$ cat src/rtl/tabb_pkg.sv
// Shared types and constants of the motion controller.
package tabb_pkg;
  localparam logic [2:0] OP_NONE   = 3'd0;
  localparam logic [2:0] OP_HOME   = 3'd1;
  localparam logic [2:0] OP_MOVE   = 3'd2;
  localparam logic [2:0] OP_CANCEL = 3'd3;
  localparam logic [2:0] OP_STATUS = 3'd4;

  localparam logic [1:0] KIND_DRIVE  = 2'd0;
  localparam logic [1:0] KIND_ACK    = 2'd1;
  localparam logic [1:0] KIND_NACK   = 2'd2;
  localparam logic [1:0] KIND_STATUS = 2'd3;

  localparam logic [1:0] MODE_IDLE   = 2'd0;
  localparam logic [1:0] MODE_HOMING = 2'd1;
  localparam logic [1:0] MODE_MOVING = 2'd2;
  localparam logic [1:0] MODE_ERROR  = 2'd3;

  localparam logic [1:0] DIR_NONE = 2'd0;
  localparam logic [1:0] DIR_FWD  = 2'd1;
  localparam logic [1:0] DIR_REV  = 2'd2;

  localparam logic [1:0] REG_TOL   = 2'd0;
  localparam logic [1:0] REG_STEP  = 2'd1;
  localparam logic [1:0] REG_NOISE = 2'd2;
  localparam logic [1:0] REG_FAULT = 2'd3;

  // Classified tick handed from front to back.
  typedef struct packed {
    logic [2:0]  op;
    logic [71:0] goals;
    logic        goal_ok;
    logic [2:0]  stops;
    logic [2:0]  enc;
  } tick_t;

  // One result item.
  typedef struct packed {
    logic [1:0]  kind;
    logic [2:0]  command;
    logic [71:0] pos;
    logic        known;
    logic [4:0]  status;
    logic [2:0]  enable;
    logic [1:0]  dir_a;
    logic [1:0]  dir_b;
    logic [1:0]  dir_c;
    logic        last;
  } res_t;
endpackage

$ cat src/rtl/tabb_front.sv
// Front: accepts ticks, classifies them and queues them for the back end.
module tabb_front import tabb_pkg::*; (
  input  logic        clk_i,
  input  logic        rst_ni,
  input  logic        in_valid_i,
  output logic        in_stall_o,
  input  logic [2:0]  op_i,
  input  logic [71:0] goals_i,
  input  logic        goal_invalid_i,
  input  logic        payload_ok_i,
  input  logic [2:0]  stops_i,
  input  logic [2:0]  enc_i,
  output logic        q_valid_o,
  input  logic        q_pop_i,
  output tick_t       q_head_o
);
  tick_t      mem_q [2];
  logic [1:0] wr_q, rd_q, cnt_q;
  logic       push;
  tick_t      t;

  // Unused codes count as no command.
  always_comb begin
    t.op = (op_i > OP_STATUS) ? OP_NONE : op_i;
    t.goals = goals_i;
    t.goal_ok = payload_ok_i & ~goal_invalid_i;
    t.stops = stops_i;
    t.enc = enc_i;
  end

  assign in_stall_o = (cnt_q == 2'd2);
  assign push = in_valid_i & ~in_stall_o;
  assign q_valid_o = (cnt_q != 2'd0);
  assign q_head_o = mem_q[rd_q[0]];

  always_ff @(posedge clk_i) begin
    if (push) mem_q[wr_q[0]] <= t;
  end

  always_ff @(posedge clk_i or negedge rst_ni) begin
    if (!rst_ni) begin
      wr_q <= '0; rd_q <= '0; cnt_q <= '0;
    end else begin
      if (push) wr_q <= wr_q + 2'd1;
      if (q_pop_i) rd_q <= rd_q + 2'd1;
      cnt_q <= cnt_q + {1'b0, push} - {1'b0, q_pop_i};
    end
  end
endmodule

$ cat src/rtl/tabb_back.sv
// Back: runs one tick through its states and takes no new tick until it is done; results wait while the output stalls.
module tabb_back import tabb_pkg::*; (
  input  logic        clk_i,
  input  logic        rst_ni,
  input  logic        q_valid_i,
  output logic        q_pop_o,
  input  tick_t       tick_i,
  input  logic [15:0] tol_i,
  input  logic [15:0] step_i,
  input  logic [7:0]  noise_i,
  input  logic        fault_i,
  output logic        res_valid_o,
  input  logic        res_take_i,
  output res_t        res_o
);
  localparam logic [2:0] ST_IDLE = 3'd0;
  localparam logic [2:0] ST_CMD  = 3'd1;
  localparam logic [2:0] ST_CST  = 3'd2;
  localparam logic [2:0] ST_DRV  = 3'd3;
  localparam logic [2:0] ST_ENC  = 3'd4;

  logic [2:0]  st_q, st_d;
  logic [1:0]  mode_q, mode_d;
  logic [23:0] pos_q [3];
  logic [23:0] pos_d [3];
  logic        known_q, known_d;
  logic [23:0] goal_q [3];
  logic [23:0] goal_d [3];
  logic [1:0]  dir_q [3];
  logic [1:0]  dir_d [3];
  logic [2:0]  en_q, en_d;
  logic [7:0]  still_q [3];
  logic [7:0]  still_d [3];
  logic [2:0]  lenc_q, lenc_d;
  logic [1:0]  ax_q, ax_d;
  logic        cmdst_q, cmdst_d, donest_q, donest_d;
  logic [1:0]  cmdk_q, cmdk_d;
  logic        cmdv_q, cmdv_d;
  tick_t       tk_q, tk_d;
  res_t        out_q, out_d;
  logic        ov_q, ov_d;
  logic        can_emit;
  logic        emit;
  logic [1:0]  m0;
  logic [24:0] diff, mag;
  logic [24:0] np;
  logic        cnt_hit;

  assign can_emit = ~ov_q | res_take_i;
  assign res_valid_o = ov_q;
  assign res_o = out_q;

  // Encoder position step for the current axis, one bit wider so that it can be saturated.
  always_comb begin
    np = {pos_q[ax_q][23], pos_q[ax_q]};
    if (dir_q[ax_q] == DIR_REV) np = np - {9'd0, step_i};
    else if (dir_q[ax_q] == DIR_FWD) np = np + {9'd0, step_i};
    cnt_hit = lenc_q[ax_q] ^ tk_q.enc[ax_q];
  end

  always_comb begin
    logic [2:0] em;
    logic [7:0] sinc;
    logic       any_left;
    st_d = st_q; mode_d = mode_q; known_d = known_q; en_d = en_q;
    lenc_d = lenc_q; ax_d = ax_q; cmdst_d = cmdst_q; donest_d = donest_q;
    cmdk_d = cmdk_q; cmdv_d = cmdv_q; tk_d = tk_q; ov_d = ov_q & ~res_take_i;
    out_d = out_q; emit = 1'b0; q_pop_o = 1'b0; m0 = mode_q;
    diff = '0; mag = '0; em = '0; sinc = '0; any_left = 1'b0;
    for (int i = 0; i < 3; i++) begin
      pos_d[i] = pos_q[i]; goal_d[i] = goal_q[i]; dir_d[i] = dir_q[i];
      still_d[i] = still_q[i];
    end
    out_d.kind = KIND_DRIVE;
    out_d.command = OP_NONE; out_d.pos = '0; out_d.known = 1'b0;
    out_d.status = '0; out_d.enable = '0;
    out_d.dir_a = DIR_NONE; out_d.dir_b = DIR_NONE; out_d.dir_c = DIR_NONE;
    out_d.last = 1'b0;
    if (!can_emit) out_d = out_q;
    case (st_q)
      ST_IDLE: begin
        if (q_valid_i) begin
          q_pop_o = 1'b1;
          tk_d = tick_i;
          if (fault_i) m0 = MODE_ERROR;
          else if (mode_q == MODE_ERROR) m0 = MODE_IDLE;
          mode_d = m0;
          cmdv_d = 1'b0; cmdst_d = 1'b0;
          case (tick_i.op)
            OP_HOME: begin
              cmdv_d = 1'b1; cmdst_d = 1'b1;
              cmdk_d = (m0 != MODE_ERROR) ? KIND_ACK : KIND_NACK;
              if (m0 != MODE_ERROR) mode_d = MODE_HOMING;
            end
            OP_CANCEL: begin
              cmdv_d = 1'b1; cmdst_d = 1'b1;
              cmdk_d = (m0 != MODE_ERROR) ? KIND_ACK : KIND_NACK;
              if (m0 != MODE_ERROR) mode_d = MODE_IDLE;
            end
            OP_MOVE: begin
              cmdv_d = 1'b1; cmdk_d = KIND_NACK;
              if (known_q) begin
                cmdst_d = 1'b1;
                if (m0 != MODE_ERROR && tick_i.goal_ok) begin
                  cmdk_d = KIND_ACK; mode_d = MODE_MOVING;
                  goal_d[0] = tick_i.goals[23:0];
                  goal_d[1] = tick_i.goals[47:24];
                  goal_d[2] = tick_i.goals[71:48];
                end
              end
            end
            OP_STATUS: cmdst_d = 1'b1;
            default: ;
          endcase
          st_d = ST_CMD;
        end
      end
      ST_CMD: begin
        if (can_emit) begin
          if (cmdv_q) begin
            emit = 1'b1; out_d.kind = cmdk_q; out_d.command = tk_q.op;
            cmdv_d = 1'b0;
          end else if (cmdst_q) begin
            emit = 1'b1; out_d.kind = KIND_STATUS;
            out_d.pos = {pos_q[2], pos_q[1], pos_q[0]}; out_d.known = known_q;
            out_d.status = {~tk_q.stops, mode_q};
            cmdst_d = 1'b0;
          end else begin
            // Mode step: homing or bang-bang move.
            donest_d = 1'b0;
            if (mode_q == MODE_HOMING) begin
              if (tk_q.stops == 3'd0) begin
                en_d = '0; mode_d = MODE_IDLE; known_d = 1'b1; donest_d = 1'b1;
                for (int i = 0; i < 3; i++) pos_d[i] = '0;
              end else begin
                en_d = tk_q.stops;
                for (int i = 0; i < 3; i++) dir_d[i] = DIR_REV;
              end
              st_d = ST_CST;
            end else if (mode_q == MODE_MOVING) begin
              ax_d = ax_q + 2'd1;
              diff = {goal_q[ax_q][23], goal_q[ax_q]} - {pos_q[ax_q][23], pos_q[ax_q]};
              mag = diff[24] ? -diff : diff;
              if (mag > {9'd0, tol_i}) begin
                if (!diff[24] && diff != '0) begin
                  dir_d[ax_q] = DIR_FWD; en_d[ax_q] = 1'b1;
                end else begin
                  dir_d[ax_q] = DIR_REV; en_d[ax_q] = tk_q.stops[ax_q];
                end
              end else begin
                dir_d[ax_q] = DIR_NONE; en_d[ax_q] = 1'b0;
              end
              if (ax_q == 2'd2) begin
                ax_d = '0; st_d = ST_CST;
                em = en_q; em[2] = en_d[2];
                if (em == 3'd0) begin
                  mode_d = MODE_IDLE; donest_d = 1'b1;
                end
              end
            end else begin
              en_d = '0; st_d = ST_CST;
            end
          end
        end
      end
      ST_CST: begin
        if (can_emit) begin
          if (donest_q) begin
            emit = 1'b1; out_d.kind = KIND_STATUS;
            out_d.pos = {pos_q[2], pos_q[1], pos_q[0]}; out_d.known = known_q;
            out_d.status = {~tk_q.stops, mode_q};
            donest_d = 1'b0;
          end else begin
            st_d = ST_DRV;
          end
        end
      end
      ST_DRV: begin
        if (can_emit) begin
          emit = 1'b1; out_d.kind = KIND_DRIVE; out_d.enable = en_q;
          out_d.dir_a = dir_q[0]; out_d.dir_b = dir_q[1]; out_d.dir_c = dir_q[2];
          ax_d = '0;
          if (mode_q == MODE_MOVING) begin
            for (int i = 0; i < 3; i++)
              if (still_q[i] != 8'hFF) still_d[i] = still_q[i] + 8'd1;
            // Last if no axis will count an edge.
            for (int i = 0; i < 3; i++) begin
              sinc = (still_q[i] != 8'hFF) ? still_q[i] + 8'd1 : still_q[i];
              if ((lenc_q[i] ^ tk_q.enc[i]) && sinc > noise_i) any_left = 1'b1;
            end
            out_d.last = ~any_left;
            st_d = ST_ENC;
          end else begin
            for (int i = 0; i < 3; i++) still_d[i] = '0;
            out_d.last = 1'b1;
            st_d = ST_IDLE;
          end
        end
      end
      ST_ENC: begin
        if (can_emit) begin
          if (cnt_hit && still_q[ax_q] > noise_i) begin
            if (en_q[ax_q]) begin
              if (np[24] != np[23]) pos_d[ax_q] = np[24] ? 24'h800000 : 24'h7FFFFF;
              else pos_d[ax_q] = np[23:0];
            end
            emit = 1'b1; out_d.kind = KIND_STATUS;
            out_d.known = known_q; out_d.status = {~tk_q.stops, mode_q};
            out_d.pos = {pos_q[2], pos_q[1], pos_q[0]};
            case (ax_q)
              2'd0: out_d.pos[23:0] = pos_d[0];
              2'd1: out_d.pos[47:24] = pos_d[1];
              default: out_d.pos[71:48] = pos_d[2];
            endcase
            for (int i = 0; i < 3; i++)
              if (i > ax_q && (lenc_q[i] ^ tk_q.enc[i]) && still_q[i] > noise_i)
                any_left = 1'b1;
            out_d.last = ~any_left;
          end
          if (cnt_hit) still_d[ax_q] = '0;
          ax_d = ax_q + 2'd1;
          if (ax_q == 2'd2) begin
            ax_d = '0; lenc_d = tk_q.enc; st_d = ST_IDLE;
          end
        end
      end
      default: st_d = ST_IDLE;
    endcase
    if (emit) ov_d = 1'b1;
  end

  always_ff @(posedge clk_i) begin
    tk_q <= tk_d;
    out_q <= out_d;
  end

  always_ff @(posedge clk_i or negedge rst_ni) begin
    if (!rst_ni) begin
      st_q <= ST_IDLE; mode_q <= MODE_IDLE; known_q <= 1'b0; en_q <= '0;
      lenc_q <= '0; ax_q <= '0; cmdst_q <= 1'b0; donest_q <= 1'b0;
      cmdk_q <= KIND_DRIVE; cmdv_q <= 1'b0; ov_q <= 1'b0;
      for (int i = 0; i < 3; i++) begin
        pos_q[i] <= '0; goal_q[i] <= '0; dir_q[i] <= DIR_NONE; still_q[i] <= '0;
      end
    end else begin
      st_q <= st_d; mode_q <= mode_d; known_q <= known_d; en_q <= en_d;
      lenc_q <= lenc_d; ax_q <= ax_d; cmdst_q <= cmdst_d; donest_q <= donest_d;
      cmdk_q <= cmdk_d; cmdv_q <= cmdv_d; ov_q <= ov_d;
      for (int i = 0; i < 3; i++) begin
        pos_q[i] <= pos_d[i]; goal_q[i] <= goal_d[i];
        dir_q[i] <= dir_d[i]; still_q[i] <= still_d[i];
      end
    end
  end
endmodule

$ cat src/rtl/three_axis_bang_bang_motion_controller_top.sv
// Each tick runs through a command step, an axis scan over the three axes while moving,
// the drive update and, while moving, an encoder scan over the three axes; the back end
// takes a new tick only once the last is done, and each result waits while out_stall_i is high.
// A two-entry queue decouples tick intake from the sequencing back end.
// Reset (rst_ni low, asynchronous): idle mode, positions zero and unknown,
// registers at 32, 640, 45 and 0.
module three_axis_bang_bang_motion_controller_top import tabb_pkg::*; #(
  parameter int PWM_FULL = 1024
) (
  input  logic        clk_i,
  input  logic        rst_ni,
  input  logic        in_valid_i,
  output logic        in_stall_o,
  input  logic [2:0]  operation_i,
  input  logic signed [23:0] goal_a_i,
  input  logic signed [23:0] goal_b_i,
  input  logic signed [23:0] goal_c_i,
  input  logic        goal_invalid_i,
  input  logic        payload_ok_i,
  input  logic [2:0]  stop_bits_i,
  input  logic [2:0]  encoder_bits_i,
  output logic        out_valid_o,
  input  logic        out_stall_i,
  output logic [1:0]  kind_o,
  output logic [2:0]  command_o,
  output logic signed [23:0] pos_a_o,
  output logic signed [23:0] pos_b_o,
  output logic signed [23:0] pos_c_o,
  output logic        pos_known_o,
  output logic [4:0]  status_word_o,
  output logic [2:0]  drive_enable_o,
  output logic [10:0] duty_a_o,
  output logic [10:0] duty_b_o,
  output logic [10:0] duty_c_o,
  output logic        last_o,
  input  logic        cfg_valid_i,
  output logic        cfg_ready_o,
  input  logic [1:0]  cfg_index_i,
  input  logic [15:0] cfg_data_i
);
  localparam logic [10:0] DUTY_FWD  = 11'(PWM_FULL);
  localparam logic [10:0] DUTY_IDLE = 11'(PWM_FULL / 2);

  logic [15:0] tol_q, step_q;
  logic [7:0]  noise_q;
  logic        fault_q;
  logic        q_valid, q_pop, res_valid;
  tick_t       head;
  res_t        res;

  // Configuration registers.
  assign cfg_ready_o = 1'b1;
  always_ff @(posedge clk_i or negedge rst_ni) begin
    if (!rst_ni) begin
      tol_q <= 16'd32; step_q <= 16'd640; noise_q <= 8'd45; fault_q <= 1'b0;
    end else if (cfg_valid_i) begin
      case (cfg_index_i)
        REG_TOL:   tol_q <= cfg_data_i;
        REG_STEP:  step_q <= cfg_data_i;
        REG_NOISE: noise_q <= cfg_data_i[7:0];
        REG_FAULT: fault_q <= cfg_data_i[0];
        default: ;
      endcase
    end
  end

  tabb_front u_front (
    .clk_i, .rst_ni, .in_valid_i, .in_stall_o,
    .op_i(operation_i), .goals_i({goal_c_i, goal_b_i, goal_a_i}),
    .goal_invalid_i, .payload_ok_i, .stops_i(stop_bits_i), .enc_i(encoder_bits_i),
    .q_valid_o(q_valid), .q_pop_i(q_pop), .q_head_o(head)
  );

  tabb_back u_back (
    .clk_i, .rst_ni, .q_valid_i(q_valid), .q_pop_o(q_pop), .tick_i(head),
    .tol_i(tol_q), .step_i(step_q), .noise_i(noise_q), .fault_i(fault_q),
    .res_valid_o(res_valid), .res_take_i(res_valid & ~out_stall_i), .res_o(res)
  );

  function automatic logic [10:0] duty_of(input logic [1:0] d, input logic on);
    if (!on) return 11'd0;
    if (d == DIR_FWD) return DUTY_FWD;
    if (d == DIR_REV) return 11'd0;
    return DUTY_IDLE;
  endfunction

  // Output fields.
  assign out_valid_o = res_valid;
  assign kind_o = res.kind;
  assign command_o = res.command;
  assign pos_a_o = res.pos[23:0];
  assign pos_b_o = res.pos[47:24];
  assign pos_c_o = res.pos[71:48];
  assign pos_known_o = res.known;
  assign status_word_o = res.status;
  assign drive_enable_o = res.enable;
  assign duty_a_o = duty_of(res.dir_a, res.kind == KIND_DRIVE);
  assign duty_b_o = duty_of(res.dir_b, res.kind == KIND_DRIVE);
  assign duty_c_o = duty_of(res.dir_c, res.kind == KIND_DRIVE);
  assign last_o = res.last;
endmodule

$ cat config.mk
export PLATFORM = sky130hd
export DESIGN_NAME = three_axis_bang_bang_motion_controller_top
export DESIGN_NICKNAME = d
export VERILOG_FILES = /design/src/rtl/tabb_pkg.sv /design/src/rtl/tabb_front.sv /design/src/rtl/tabb_back.sv /design/src/rtl/three_axis_bang_bang_motion_controller_top.sv
export SDC_FILE = /design/constraint.sdc
export NUM_CORES = 1
export LEC_CHECK = 0
export ABC_AREA = 1
export BUFFER_PORTS_ARGS = -buffer_cell sky130_fd_sc_hd__buf_2
export CELL_PAD_IN_SITES_DETAIL_PLACEMENT = 1
export CELL_PAD_IN_SITES_GLOBAL_PLACEMENT = 1
export CORE_AREA = 5 5 201 349
export DETAILED_ROUTE_END_ITERATION = 10
export DIE_AREA = 0 0 206 354
export PLACE_DENSITY_LB_ADDON = 0.12
export SYNTH_ARGS = -nofsm -noshare
export SYNTH_HDL_FRONTEND = slang
export SYNTH_SLANG_ARGS = --single-unit
$ cat constraint.sdc
create_clock -name clk_i -period 9.8 [get_ports clk_i]
set_clock_uncertainty 0.2 [all_clocks]
set_input_delay 0.98 -clock clk_i [delete_from_list [all_inputs] [get_ports clk_i]]
set_output_delay 0.98 -clock clk_i [all_outputs]
set_load 0.01 [all_outputs]
==> results of run 1 <==
==> worst max-delay path, delay by kind of cell, from the launching register on <==
family                   cells  cell delay, ns
AO/OA/AOI/OAI                5            0.84
XOR/XNOR                     1            0.16
adder cells (fa/ha/maj)      2            0.70
buffers and inverters        6            1.37
flip-flops                   1            0.61
AND/OR/NAND/NOR             24            3.71
==> registers in the layout (all words and copies together), names as in the netlist, 3 cells and up, named ones only <==
name	count
u_back.res_o	81
tol_q	16
u_back.pos_q	72
u_back.st_q	3
u_back.goal_q	72
step_q	16
u_back.dir_q	6
u_front.mem_q	164
u_back.lenc_q	3
u_back.en_q	3
noise_q	8
u_back.still_q	24
u_back.tk_q	9
==> per-layer routing <==
layer	up-vias	part of all wire, %	wire (um)
met2	853	51	63400
met4	0	10	12800
met1	15005	34	43000
met3	375	4.3	5410
met5	-	0	0
li1	14366	-	-
==> cell families after synthesis <==
family	after synthesis	share of synthesized area [%]
AND/OR/NAND/NOR	1932	24.0
flip-flops	505	40.6
adder cells (fa/ha/maj)	132	5.16
XOR/XNOR	40	1.08
multiplexers	73	2.26
other	2	0.0231
buffers and inverters	816	11.1
AO/OA/AOI/OAI	873	15.8
==> final timing paths <==
check	start	to	cells past startpoint
worst max-delay path	u_back.ax_q[0]	u_back.mode_q[1]	38
worst min-delay path	rst_ni	tol_q[3]	1
worst max register to register	u_back.ax_q[0]	u_back.mode_q[1]	38
worst min register to register	tol_q[3]	tol_q[3]	2
max in group asynchronous	rst_ni	u_front.rd_q[0]	2
min in group clk_i	tol_q[3]	tol_q[3]	2
==> cell usage after synthesis (7+ instances only) <==
library cell     n  area share, %
dfrtp_1        232             18
o22ai_1         92            1.8
xor2_1          29           0.78
buf_6            8           0.28
nand4_1         39           0.75
nand3b_1        11           0.25
inv_2           13           0.15
nand2_1       1281             15
o21ai_0        252            3.9
nor2_1         327            3.8
dfxtp_1         81            5.0
o21ai_1         20           0.31
mux2i_1         72            2.2
nor3_1          26           0.40
a221oi_1        50            1.3
o221ai_1         9           0.24
a22oi_1         70            1.6
xnor2_1         11           0.30
o21bai_1        10           0.23
nand3_1        220            3.4
buf_4          119            2.8
inv_1          488            5.6
buf_2           28           0.43
buf_1           19           0.22
dfstp_2          7           0.57
ha_1           129            5.0
clkbuf_1       138            1.6
edfxtp_1       185             17
or2_2            7           0.13
o21a_1          18           0.42
o211ai_1        17           0.39
a21oi_1        303            4.7
==> metrics by stage <==
| stage | util (%) | hold WS [ns] | area [um2] |
|---|---|---|---|
| after floorplan | - | 0.253 | 32600 |
| after detailed placement | 49.8 | 0.274 | 33400 |
| after global placement | 49.8 | 0.267 | 33400 |
| final | 52.3 | 0.197 | 35000 |
| after CTS | 52.3 | 0.225 | 35000 |
| after global routing | 52.3 | 0.248 | 35000 |
==> final cells by class <==
type,count,area share [%]
flip-flops and latches,505,37.6
repair buffers,236,3.73
inverters,504,5.40
multi-input cells,3078,45.3
clock buffers,76,4.11
clock inverters,18,0.703
well taps,896,3.20
diodes,1,0.00714
==> impl_metrics.toml, run 1 <==
[outcome]
status = "finished, final reports clean"

[logic_synthesis]
ys_seq_area_share_pct = 40.6
ys_ff_latch = 505
synth_cell_type_count = 59
ys_warn_count = 0
synth_cells = 4373
syn_area_mm2 = 0.0325
async_flop_share_pct = 47.3
post_synth.cell_area_avg_um2 = 7.42
synth_edf_count = 185
ys.flop_type = "dfrtp_1"

[finish]
syn2layout_area_growth_pct = 7.97
regArea_mm2 = 0.0132
final_common_cell = "nand2_1"
layout_common_cells = "nand2_1 (1278), inv_1 (486), nor2_1 (323)"
num-fill-cells = 8484
instances_no_fill = 5314
multi_input_area_mm2 = 0.0159
drive_gt1_share_pct = 8.54
final_net_count = 4613

[clocking]
cts_inserted_buffers = 50
cts-resized-gates = 0
htree_levels = 2
holdBufCountCts = 0
insertion_delay_ns = 0.65
clk_pin_slew_ns = 0.07
cts_root_buf = "clkbuf_16"
post_cts_buffers = 0
cts_tree = "yes"
clock_sinks = 505
cts_buffer_depth = 3

[sta]
worstMarginPinSlew_ns = 1.28
grt_setup_unrepaired = "false"
slew_headroom_pct = 14.4
fin_crit_ns = 7.78
finalSetupTns_ns = 0
hold_viol_final = 0
worst_slack_ns = 2.02
setup_viol = 0
fmax_mhz = 128
drv_slew = 0
finalCritPeriodShare_pct = 79.4

[route]
drt_iter0_drc = 1593
antenna_left = 0
drc_errors = 0
vias = 30599
drt_wl_total_um = 125000
via_per_inst = 5.76
first_pass_iters = 5
avgRoutedWirePerCell_um = 23.4

[placement]
gp_congestion = 1.03
dpl.cell_count = 5219
place_ws_ns = 2.10
numPortBuffers = 200
hpwlAfterDp_um = 93300

[worst_setup_path]
cpPeakStageDelay_ns = 0.61
worst-r2r-setup-slack_ns = 2.02
cp.required_ns = 10.13
crit_fanout = 43
arrival_ns = 8.11
slowest_stage = "dfrtp_1"
end_kind = "flip-flop"
path_common_cell = "nand2_1"
path_class = "reg -> reg"
start_kind = "flip-flop"

[floorplanning]
initial_core_util_pct = 48.4
die_area_mm2 = 0.0729
fp.dieW_um = 206
io_pins = 229
rows = 126
die_height_um = 354
core_mm2 = 0.0670

[grt]
antenna_found_initial = 2
gr-total-overflow = 0
grt_usage_pct = 33.4
grtUsageMet1_pct = 33.9
grt_pass1_wl_um = 188000
grt_pass1_vias = 32125
grt_max_degree = 143
use_met3_pct = 4.25
use_met2_pct = 60.2
grt-busiest-layer = "met2"

[min_path]
hold_class = "in -> async"

[flow_run]
drv_cap = 0
Power of run 1 is not shown: default switching activity piles up to over one toggle a cycle in this logic, so the estimate is an artifact.
==> run 2, diff against run 1 <==
--- a/config.mk
+++ b/config.mk
@@ -9,9 +9,9 @@
 export BUFFER_PORTS_ARGS = -buffer_cell sky130_fd_sc_hd__buf_2
 export CELL_PAD_IN_SITES_DETAIL_PLACEMENT = 1
 export CELL_PAD_IN_SITES_GLOBAL_PLACEMENT = 1
-export CORE_AREA = 5 5 201 349
+export CORE_AREA = 5 5 207 360
 export DETAILED_ROUTE_END_ITERATION = 10
-export DIE_AREA = 0 0 206 354
+export DIE_AREA = 0 0 212 365
 export PLACE_DENSITY_LB_ADDON = 0.12
 export SYNTH_ARGS = -nofsm -noshare
 export SYNTH_HDL_FRONTEND = slang
==> constraint.sdc (replaced) <==
create_clock -name clk_i -period 8.1 [get_ports clk_i]
set_clock_uncertainty 0.2 [all_clocks]
set_input_delay 0.81 -clock clk_i [delete_from_list [all_inputs] [get_ports clk_i]]
set_output_delay 0.81 -clock clk_i [all_outputs]
set_load 0.01 [all_outputs]
==> run 2 against run 1 <==
Compared with the run above: final cell count increased by 0.77%; worst setup slack got worse by 1.3 ns; die area grew 6.1%; non-clock buffer count up 15; critical path depth up 1; global-route usage fell by 2.3 points; register-to-register slack got worse by 1.3 ns; cell area up 0.28%; first-iteration DRC count up 6.1%; largest cell class unchanged.
==> impl_metrics.toml, run 2 (synthesis results as in run 1) <==
[outcome]
status = "finished, final reports clean"

[placement]
numPortBuffers = 200
hpwlAfterDp_um = 94200
gp_congestion = 0.992

[worst_setup_path]
crit_fanout = 26
reg2reg_depth = 39
arrival_ns = 7.75
start_kind = "flip-flop"
slowest_stage = "dfrtp_2"
cp.required_ns = 8.42
end_kind = "flip-flop"
cpPeakStageDelay_ns = 0.69
path_class = "reg -> reg"
path_common_cell = "nand2_1"
worst-r2r-setup-slack_ns = 0.67

[clocking]
cts_inserted_buffers = 49
htree_levels = 2
cts_tree = "yes"
cts_root_buf = "clkbuf_16"
clock_sinks = 505
insertion_delay_ns = 0.63
cts_buffer_depth = 3
clk_pin_slew_ns = 0.07

[sta]
holdWs_ns = 0.0160
slew_headroom_pct = 18.3
setup_viol = 0
grt_setup_unrepaired = "false"
fin_crit_ns = 7.43
finalSetupTns_ns = 0
fmax_mhz = 135
drv_slew = 0
worstMarginPinSlew_ns = 1.23
hold_viol_final = 0
finalCritPeriodShare_pct = 91.7

[finish]
final_net_count = 4628
largest_reg_flops = 164
syn2layout_area_growth_pct = 8.27
final_common_cell = "nand2_1"
regArea_mm2 = 0.0132
multi_input_area_mm2 = 0.0159
drive_gt1_share_pct = 9.00
num-fill-cells = 9104
insertedDiodeCount = 0
layout_common_cells = "nand2_1 (1278), inv_1 (486), nor2_1 (323)"

[floorplanning]
die_area_mm2 = 0.0774
die_height_um = 365
rows = 130
io_pins = 229
initial_core_util_pct = 45.5
fp.dieW_um = 212
core_mm2 = 0.0714

[grt]
grt_usage_pct = 31.1
gr-total-overflow = 0
grt_max_degree = 140
grt_pass1_vias = 31723
antenna_found_initial = 3
grt_pass1_wl_um = 186000

[route]
drt_iter0_drc = 1690
drt_wl_total_um = 125000
avgRoutedWirePerCell_um = 23.3
vias = 30534
drc_errors = 0
antenna_left = 0
first_pass_iters = 5
via_per_inst = 5.70

[flow_run]
drv_cap = 0

[min_path]
hold_class = "in -> async"
run 2: area by class of cell:
type	instances	share of cell area, %
Clock buffer	62	3.71
Clock inverter	30	0.858
Inverter	504	5.39
Multi-Input combinational cell	3079	45.2
Sequential cell	505	37.5
Tap cell	924	3.29
Timing Repair Buffer	251	4.11
run 2: what timing repair did:
item | 4_1_cts | 5_1_grt
hold buffers | 0 | 0
gates resized for setup | 0 | 1
setup buffers | 0 | 3
setup endpoints to repair | 0 | 2
run 2: worst paths after layout:
| kind | to | start |
|---|---|---|
| max | u_back.mode_q[0] | u_back.ax_q[1] |
| min | u_back.goal_q[26] | rst_ni |
| max reg2reg | u_back.mode_q[0] | u_back.ax_q[1] |
| min reg2reg | u_back.goal_q[10] | u_back.goal_q[10] |
| max in group asynchronous | u_back.ax_q[1] | rst_ni |
| min in group clk_i | u_front.mem_q[0][78] | goal_c_i[23] |
run 2: critical path, delay by kind of cell (launching register included):
kind	cells	cell delay (ns)
adders and majority gates	3	1.02
and+or+nand+nor	25	3.25
DFF	1	0.69
AOI/OAI and AO/OA	5	0.81
xor gates and xnor gates	1	0.18
buffers and inverters	5	1.11
run 2: per-layer routing:
layer	vias up	global-route usage (%)	routed length [um]
met1	15024	32.5	44700
met5	-	0	13
met4	2	22.4	10900
met2	779	57.2	64300
met3	332	3.49	4530
li1	14397	-	-
run 2: metrics by stage:
step                util, %  worst slack (ns)  instance area (um2)  std cells
detailed placement     46.9             0.631                33500       5259
finish                 49.2             0.672                35100       5355
CTS                    49.2             0.607                35100       5351
floorplan                 -              1.69                32600       4399
global route           49.2            0.0329                35100       5355
global placement       46.9             0.808                33500       5259
Power of run 2 is left out for the same reason.
==> run 3, diff against run 2 <==
--- a/config.mk
+++ b/config.mk
@@ -9,10 +9,11 @@
 export BUFFER_PORTS_ARGS = -buffer_cell sky130_fd_sc_hd__buf_2
 export CELL_PAD_IN_SITES_DETAIL_PLACEMENT = 1
 export CELL_PAD_IN_SITES_GLOBAL_PLACEMENT = 1
-export CORE_AREA = 5 5 207 360
+export CORE_AREA = 5 5 201 349
 export DETAILED_ROUTE_END_ITERATION = 10
-export DIE_AREA = 0 0 212 365
+export DIE_AREA = 0 0 206 354
 export PLACE_DENSITY_LB_ADDON = 0.12
+export REMOVE_ABC_BUFFERS = 1
 export SYNTH_ARGS = -nofsm -noshare
 export SYNTH_HDL_FRONTEND = slang
 export SYNTH_SLANG_ARGS = --single-unit
==> constraint.sdc (replaced) <==
create_clock -name clk_i -period 9.3 [get_ports clk_i]
set_clock_uncertainty 0.2 [all_clocks]
set_input_delay 0.93 -clock clk_i [delete_from_list [all_inputs] [get_ports clk_i]]
set_output_delay 0.93 -clock clk_i [all_outputs]
set_load 0.01 [all_outputs]
==> run 3 against run 2 <==
Compared with the run above: cell area is essentially flat; die area shrank 5.8%; sequential share of layout area hardly changed; first-iteration DRC count decreased by 5.6%; non-clock buffer count fell by 4.
==> impl_metrics.toml, run 3 (synthesis results as in run 1) <==
[floorplanning]
core_mm2 = 0.0670
initial_core_util_pct = 48.4
io_pins = 229
die_height_um = 354
rows = 126
die_area_mm2 = 0.0729
fp.dieW_um = 206

[finish]
syn2layout_area_growth_pct = 8.23
drive_gt1_share_pct = 8.84
layout_common_cells = "nand2_1 (1278), inv_1 (486), nor2_1 (323)"
final_common_cell = "nand2_1"
final_net_count = 4623
largest_reg_flops = 164
utilization_pct = 52.4

[worst_setup_path]
crit_family = "simple AND/OR/NAND/NOR gates"
path_common_cell = "nand2_1"
arrival_ns = 7.79
end_kind = "flip-flop"
cp.required_ns = 9.62
start_kind = "flip-flop"
cpPeakStageDelay_ns = 0.63
crit_fanout = 30
slowest_stage = "inv_2"
path_class = "reg -> reg"
critPathBufInv = 6

[route]
drc_errors = 0
drt_iter0_drc = 1596
first_pass_iters = 5
avgRoutedWirePerCell_um = 22.6
antenna_left = 0
via_per_inst = 5.76
vias = 30648
drt_wl_total_um = 120000

[grt]
antenna_found_initial = 2
grt_max_degree = 96
grt_pass1_wl_um = 185000
gr-total-overflow = 0
grt_pass1_vias = 32533
grt_usage_pct = 32.3

[outcome]
status = "finished, final reports clean"

[placement]
numPortBuffers = 200
gp_congestion = 0.988
hpwlAfterDp_um = 89300

[sta]
setup_viol = 0
finalSetupTns_ns = 0
grt_setup_unrepaired = "false"
worstMarginPinSlew_ns = 1.07
slew_headroom_pct = 28.5
drv_slew = 0
holdWs_ns = 0.123
fin_crit_ns = 7.48
finalCritPeriodShare_pct = 80.4
hold_viol_final = 0
fmax_mhz = 134

[clocking]
clock_sinks = 505
cts_root_buf = "clkbuf_16"
clk_pin_slew_ns = 0.07
post_cts_buffers = 0
cts-resized-gates = 0
insertion_delay_ns = 0.64
htree_levels = 2
holdBufCountCts = 0
cts_inserted_buffers = 49
cts_tree = "yes"
cts_buffer_depth = 3

[flow_run]
drv_cap = 0

[min_path]
hold_class = "in -> async"
## run 3: changes by cell type in the layout (fill, tap and decap cells not counted), moves of 2 or more
| cell | change |
|---|---|
| clkinv_4 | -4 |
| clkinvlp_4 | -3 |
| buf_4 | -2 |
| bufinv_16 | +3 |
| buf_12 | -2 |
| clkbuf_1 | +2 |
| inv_6 | +2 |
## run 3: path summary, 6_finish.rpt
kind                            slack (ns)              endpoint  cells past startpoint              start
max in group asynchronous             7.38       u_front.rd_q[0]                      2             rst_ni
worst max register to register        1.82      u_back.mode_q[1]                     39     u_back.ax_q[1]
worst min register to register        0.29     u_back.goal_q[35]                      2  u_back.goal_q[35]
worst max-delay path                  1.82      u_back.mode_q[1]                     39     u_back.ax_q[1]
min in group clk_i                    0.29  u_front.mem_q[1][11]                      1        goal_a_i[4]
worst min-delay path                  0.12     u_back.goal_q[55]                      1             rst_ni
## run 3: metrics by stage
| stage | cells | setup slack [ns] | area (um2) |
|---|---|---|---|
| after detailed placement | 5230 | 1.82 | 33400 |
| after global placement | 5230 | 2.00 | 33400 |
| after floorplan | 4087 | 0.465 | 30800 |
| after global routing | 5322 | 1.23 | 35100 |
| final | 5322 | 1.82 | 35100 |
| after CTS | 5321 | 1.76 | 35100 |
## run 3: routing by layer
layer	GRT usage, %	vias up	routed length, um
met3	3.53	293	4640
li1	-	14390	-
met2	61.1	779	64400
met5	0	-	13
met1	35.0	15184	44200
met4	16.0	2	6820
## run 3: area by class of cell
type / instances / area [um2]
Antenna cell: 1 / 2.50
Clock buffer: 66 / 1350
Clock inverter: 25 / 337
Fill cell: 8496 / 31900
Inverter: 504 / 1890
Multi-Input combinational cell: 3078 / 15900
Sequential cell: 505 / 13200
Tap cell: 896 / 1120
Timing Repair Buffer: 247 / 1390
Power of run 3 is left out for the same reason.
